### config.mk
export PLATFORM = sky130hd
export DESIGN_NAME = ddoi_divider
export DESIGN_NICKNAME = d
export VERILOG_FILES = /design/src/rtl/core/ddoi_divider.sv
export SDC_FILE = /design/constraint.sdc
export NUM_CORES = 1
export LEC_CHECK = 0
export BUFFER_PORTS_ARGS = -buffer_cell sky130_fd_sc_hd__buf_2
export CAP_MARGIN = 10
export CORE_MARGIN = 1
export CORE_UTILIZATION = 50
export DETAILED_ROUTE_END_ITERATION = 6
export GPL_TIMING_DRIVEN = 0
export PLACE_DENSITY = 0.76
export SETUP_SLACK_MARGIN = 0.3
export SYNTH_ARGS = -nofsm -noshare
export SYNTH_HDL_FRONTEND = slang
export SYNTH_SLANG_ARGS = --single-unit
### constraint.sdc
create_clock -name clk_i -period 3.1 [get_ports clk_i]
set_clock_uncertainty 0.1 [all_clocks]
set_input_delay 0.465 -clock clk_i [delete_from_list [all_inputs] [get_ports clk_i]]
set_output_delay 0.465 -clock clk_i [all_outputs]
set_load 0.05 [all_outputs]
### src/rtl/core/ddoi_divider.sv
module ddoi_divider (
  input  logic               clk_i,
  input  logic               rst_ni,
  input  logic               start_i,
  input  logic [39:0]        num_i,
  input  logic [15:0]        den_i,
  output logic               done_o,
  output logic [39:0]        quo_o
);

  logic        busy_q;
  logic [5:0]  cnt_q;
  logic [39:0] q_q;
  logic [16:0] rem_q;
  logic [15:0] den_q;
  logic [16:0] trial;
  logic [16:0] shifted;

  assign shifted = {rem_q[15:0], q_q[39]};
  assign trial = shifted - {1'b0, den_q};
  assign done_o = busy_q && (cnt_q == 6'd39);

  always_ff @(posedge clk_i or negedge rst_ni) begin
    if (!rst_ni) begin
      busy_q <= 1'b0;
      cnt_q <= '0;
    end else if (start_i) begin
      busy_q <= 1'b1;
      cnt_q <= '0;
    end else if (busy_q) begin
      cnt_q <= cnt_q + 6'd1;
      if (done_o) busy_q <= 1'b0;
    end
  end

  always_ff @(posedge clk_i) begin
    if (start_i) begin
      q_q <= num_i;
      rem_q <= '0;
      den_q <= den_i;
    end else if (busy_q) begin
      if (!trial[16]) begin
        rem_q <= trial;
        q_q <= {q_q[38:0], 1'b1};
      end else begin
        rem_q <= shifted;
        q_q <= {q_q[38:0], 1'b0};
      end
    end
  end

  assign quo_o = q_q;

endmodule

# After elaboration in Yosys (flattened, before gate mapping)
# Index checks and enable logic that the tools add are counted.
[word_totals]
word_cells = 19
reg_bits = 79
inputBits = 59
[op_classes]
n_mux = 9
addsub = 2
reduce_logical = 2
eq_ne = 1
[op_table]
columns = ["operator", "count"]
rows = [
  ["two-way mux 40 bit", 2],
  ["subtractor 17 x 16 -> 17 bit", 1],
  ["two-way mux 16 bit", 1],
  ["two-way mux 6 bit", 2],
  ["adder 6 x 1 -> 6 bit (second input constant)", 1],
  ["equality test 6 bit (second input constant)", 1],
  ["two-way mux 1 bit", 4],
  ["nonzero test 2 bit", 1],
  ["logical AND 1 bit", 1],
]

# Logic depth before layout (Yosys ltp)
[depth]
ltp_word = 5
ltp_mapped = 12
ltp_nobuf = 10

# Worst setup path before layout
# Ideal clock, no wire load.
[synth_timing]
kind = "reg2reg"
start = "reg q_q[39], in the netlist quo_o[39]"
end = "reg q_q[0], in the netlist quo_o[0] (data pin)"
period_less_slack_ps = 2906
path_buffers = 2
setup_slack_ps = 194
required_ps = 2729
stages_incl_launch_ff = 12
arrival_time_ps = 2535
setup_ps = 271
cell_sequence = "edfxtp_1 inv_1 ha_1 fa_1 nand2b_1 a21oi_1 o21ai_1 o221ai_2 xnor2_1 buf_2 buf_2 o21ai_0"
[synth_via]
elab_chain_cells = 4
[synth_rtl]
columns = ["element", "line_no", "source"]
rows = [
  ["start: declaration", "13", "logic [39:0] q_q;"],
  ["start signal: assignment", "38", "q_q <= num_i;"],
  ["start signal: assignment", "44", "q_q <= {q_q[38:0], 1'b1};"],
  ["start signal: assignment", "47", "q_q <= {q_q[38:0], 1'b0};"],
  ["subtractor 17 x 16 -> 17 bit", "20", "assign trial = shifted - {1'b0, den_q};"],
  ["two-way mux 1 bit", "42", "if (!trial[16]) begin"],
  ["two-way mux 40 bit", "41", "end else if (busy_q) begin"],
  ["two-way mux 40 bit", "37", "if (start_i) begin"],
]
# No other way between the ends. The select of a mux whose other input is x is not followed.
# A chain may end at the register's enable or synchronous reset.

# Final worst setup path
[layout_timing]
start = "reg q_q[39], in the netlist quo_o[39]"
end = "reg rem_q[9]"
[layout_via]
elab_chain_cells = 2
[layout_rtl]
columns = ["element", "line_no", "source"]
rows = [
  ["subtractor 17 x 16 -> 17 bit", "20", ""],
  ["two-way mux 16 bit", "42", ""],
  ["end signal: assignment", "43", "rem_q <= trial;"],
  ["end signal: assignment", "46", "rem_q <= shifted;"],
  ["end: declaration", "14", "logic [16:0] rem_q;"],
]
# No other way between the ends.

==> impl_metrics.env <==
export IMPL_fmax_ghz=0.370
export IMPL_tightest_slew_ns=0.871
export IMPL_place_ws_ns=-0.115
export IMPL_switching_share_pct=35.4
export IMPL_combPwrFrac_pct=31.1
export IMPL_synth_top_area_share_pct=42.1
export IMPL_wl_per_cell_microns=15.7
export IMPL_die_x_microns=91.4
export IMPL_ant_nets=0
export IMPL_hold_class="in2reg"
export IMPL_synthTopCellsByCount="edfxtp_1 (56), mux2_2 (39), nand2_1 (31), nor2_1 (27), inv_1 (22)"
export IMPL_syn_area_per_cell_sq_um=11.7
export IMPL_grt_max_degree=41
export IMPL_dpl_hpwl_mm=6.20
export IMPL_worst_setup_path_start_kind="register"
export IMPL_synth_seq_area_share_pct=54.5
export IMPL_cap_violations=0
export IMPL_worstPathCellList="inv_1 -> ha_2 -> fa_1 -> nand2b_4 -> a21oi_2 -> o21ai_2 -> o221ai_4 -> xor2_2 -> buf_4 -> nand2_1 -> a311oi_1"
export IMPL_drt_initial_drc_count=166
export IMPL_io_buffers=99
export IMPL_critPathBufInv=2
export IMPL_hold_viol=0
export IMPL_cts_root_buf="clkbuf_8"
export IMPL_antenna_cells=0
export IMPL_fin_crit_ns=2.70
export IMPL_max_stage_delay_ns=0.39
export IMPL_yosys_cell_count_top_type="edfxtp_1"
export IMPL_ys_seq_elements=79
export IMPL_clkSinkCount=79
export IMPL_drc=0
export IMPL_slew_violations=0
export IMPL_globalRouteOverflowTotal=0
export IMPL_status="complete, no violations"
export IMPL_gp_congestion=0.837
export IMPL_internal_power_mw=2.00
export IMPL_routed_wl_mm=8.82
export IMPL_fin_tns_setup_ns=0
export IMPL_criticalPathCategory="reg2reg"
export IMPL_rsz0062_at_grt="true"
export IMPL_power_leakage_nw=2.12
export IMPL_ir_worst_vdd_mv=0.427
export IMPL_die_area_sq_mm=0.00835
export IMPL_cts_made_buffers=9
export IMPL_yosysTopAreaCell="edfxtp_1"
export IMPL_drive_above_1_share_pct=37.5
export IMPL_die_y_microns=91.4
export IMPL_end_kind="register"
export IMPL_synth_edff_count=56
export IMPL_postLayoutCellArea_sq_mm=0.00490
export IMPL_yosys_warnings=0
export IMPL_holdWs_ns=0.174
export IMPL_synth_ff_type="edfxtp_1"
export IMPL_setup_viol=0
export IMPL_grt_pass1_wl_mm=14.2
export IMPL_vias_per_cell=5.50
export IMPL_crit_fanout=10
export IMPL_critPathArrivalTime_ns=2.86
export IMPL_period_share_pct=87.1
export IMPL_clkTransAtPathRegs_ns=0.09
export IMPL_h_tree_depth=3
export IMPL_antenna_found_initial=0
export IMPL_grt_pass1_vias=3087
export IMPL_hold_start="den_i[6]"
export IMPL_p_clk_share_pct=25.7
export IMPL_placed_cells=543
export IMPL_syn_area_sq_mm=0.00399
export IMPL_crit_required_ns=3.26
export IMPL_start_util_pct=51.7
export IMPL_synthToLayoutAreaGrowth_pct=22.8
export IMPL_nets=533
export IMPL_startpoint="quo_o[39]"
export IMPL_place_area_sq_mm=0.00464
export IMPL_clockBufferDepth=2
export IMPL_clk_latency_ns=0.36
export IMPL_cts_tree="built"
export IMPL_stdcell_count=563
export IMPL_relSlewSlack_pct=41.7
export IMPL_yosysUniqueCellTypes=47
export IMPL_synthCells=342
export IMPL_async_reset_ff_share_pct=8.86
export IMPL_synth_area_leaders="edfxtp_1 (42%), mux2_2 (11%), dfxtp_1 (8.0%)"
export IMPL_crit_family="compound AO/OA/AOI/OAI gates"
export IMPL_setup_slack_ns=0.401
export IMPL_core_area_sq_mm=0.00773
export IMPL_grt_usage_pct=21.9
export IMPL_num_vias=3095
export IMPL_seqPwrFrac_pct=43.2
export IMPL_switching_power_mw=1.10
export IMPL_r2r_start="quo_o[39]"
export IMPL_syn_nets=419
export IMPL_critPathSlowestCell="fa_1"
export IMPL_powerDensity_mw_per_mm2=632
export IMPL_num_io_pins=100
export IMPL_row_count=32
export IMPL_firstDrtPassIters=5
==> metrics by stage <==
stage / utilization, % / total power [mW]
floorplan: - / 2.06
global placement: 60.0 / 2.26
detailed placement: 60.0 / 2.27
CTS: 62.8 / 3.08
global route: 63.5 / 3.23
finish: 63.5 / 3.10
==> cells by family after synthesis <==
kind of cell	Yosys count	synth area share, %
and+or+nand+nor	85	9.59
DFF	79	54.5
AOI/OAI and AO/OA	68	12.0
muxes	40	11.2
buffers and inverters	38	3.79
adders and majority gates	18	5.83
xor gates and xnor gates	14	3.07
==> placed cells by master (no fill, tap or decap), types with 9 or more instances in the layout <==
master	n
mux2_2	39
a21oi_1	19
nor2_1	27
dfxtp_1	16
buf_2	101
ha_1	16
inv_1	21
nand2_1	31
edfxtp_1	56
clkbuf_8	9
==> final timing paths <==
| kind | endpoint | slack (ns) | cells past startpoint |
|---|---|---|---|
| min in group asynchronous | busy_q | 0.36 | 2 |
| hold reg to reg | rem_q[8] | 0.41 | 2 |
| max in group asynchronous | cnt_q[2] | 2.38 | 2 |
| setup reg to reg | rem_q[9] | 0.40 | 11 |
| hold / removal | den_q[6] | 0.17 | 1 |
| setup / recovery | rem_q[9] | 0.40 | 11 |
==> what timing repair did <==
action	4_1_cts	5_1_grt
pin swaps	0	2
buffers inserted	0	3
hold buffers	1	0
endpoints found under the setup margin	3	54
hold endpoints to repair	7	0
gates resized for setup	1	5
==> metal layers <==
metal,share of wire [%],track usage (%)
met2,47,36.9
met5,0,0
met4,2.0,8.07
met3,7.2,6.53
met1,43,26.6
==> state kept, by name, indices dropped and copies added (netlist names) <==
signal	count
cnt_q	6
rem_q	16
busy_q	1
quo_o	40
den_q	16
==> power by group through the flow <==
stage | combinational (mW) | sequential (mW) | clock [mW]
5_1_grt | 1.04 | 1.36 | 0.840
6_report | 0.965 | 1.34 | 0.797
3_3_place_gp | 0.900 | 1.36 | 0
2_1_floorplan | 0.510 | 1.55 | 0
4_1_cts | 0.930 | 1.34 | 0.814
3_5_place_dp | 0.916 | 1.36 | 0
==> cell type report <==
cell class	count	area, sq um
plain buffers	16	73.8
clock buffers	9	124
clock inverters	7	78.8
fillers	614	2820
inverters	22	85.1
multi-input cells	225	1710
flip-flops and latches	79	2180
well taps	102	128
repair buffers	103	528
(Power assumes the default switching activity.)
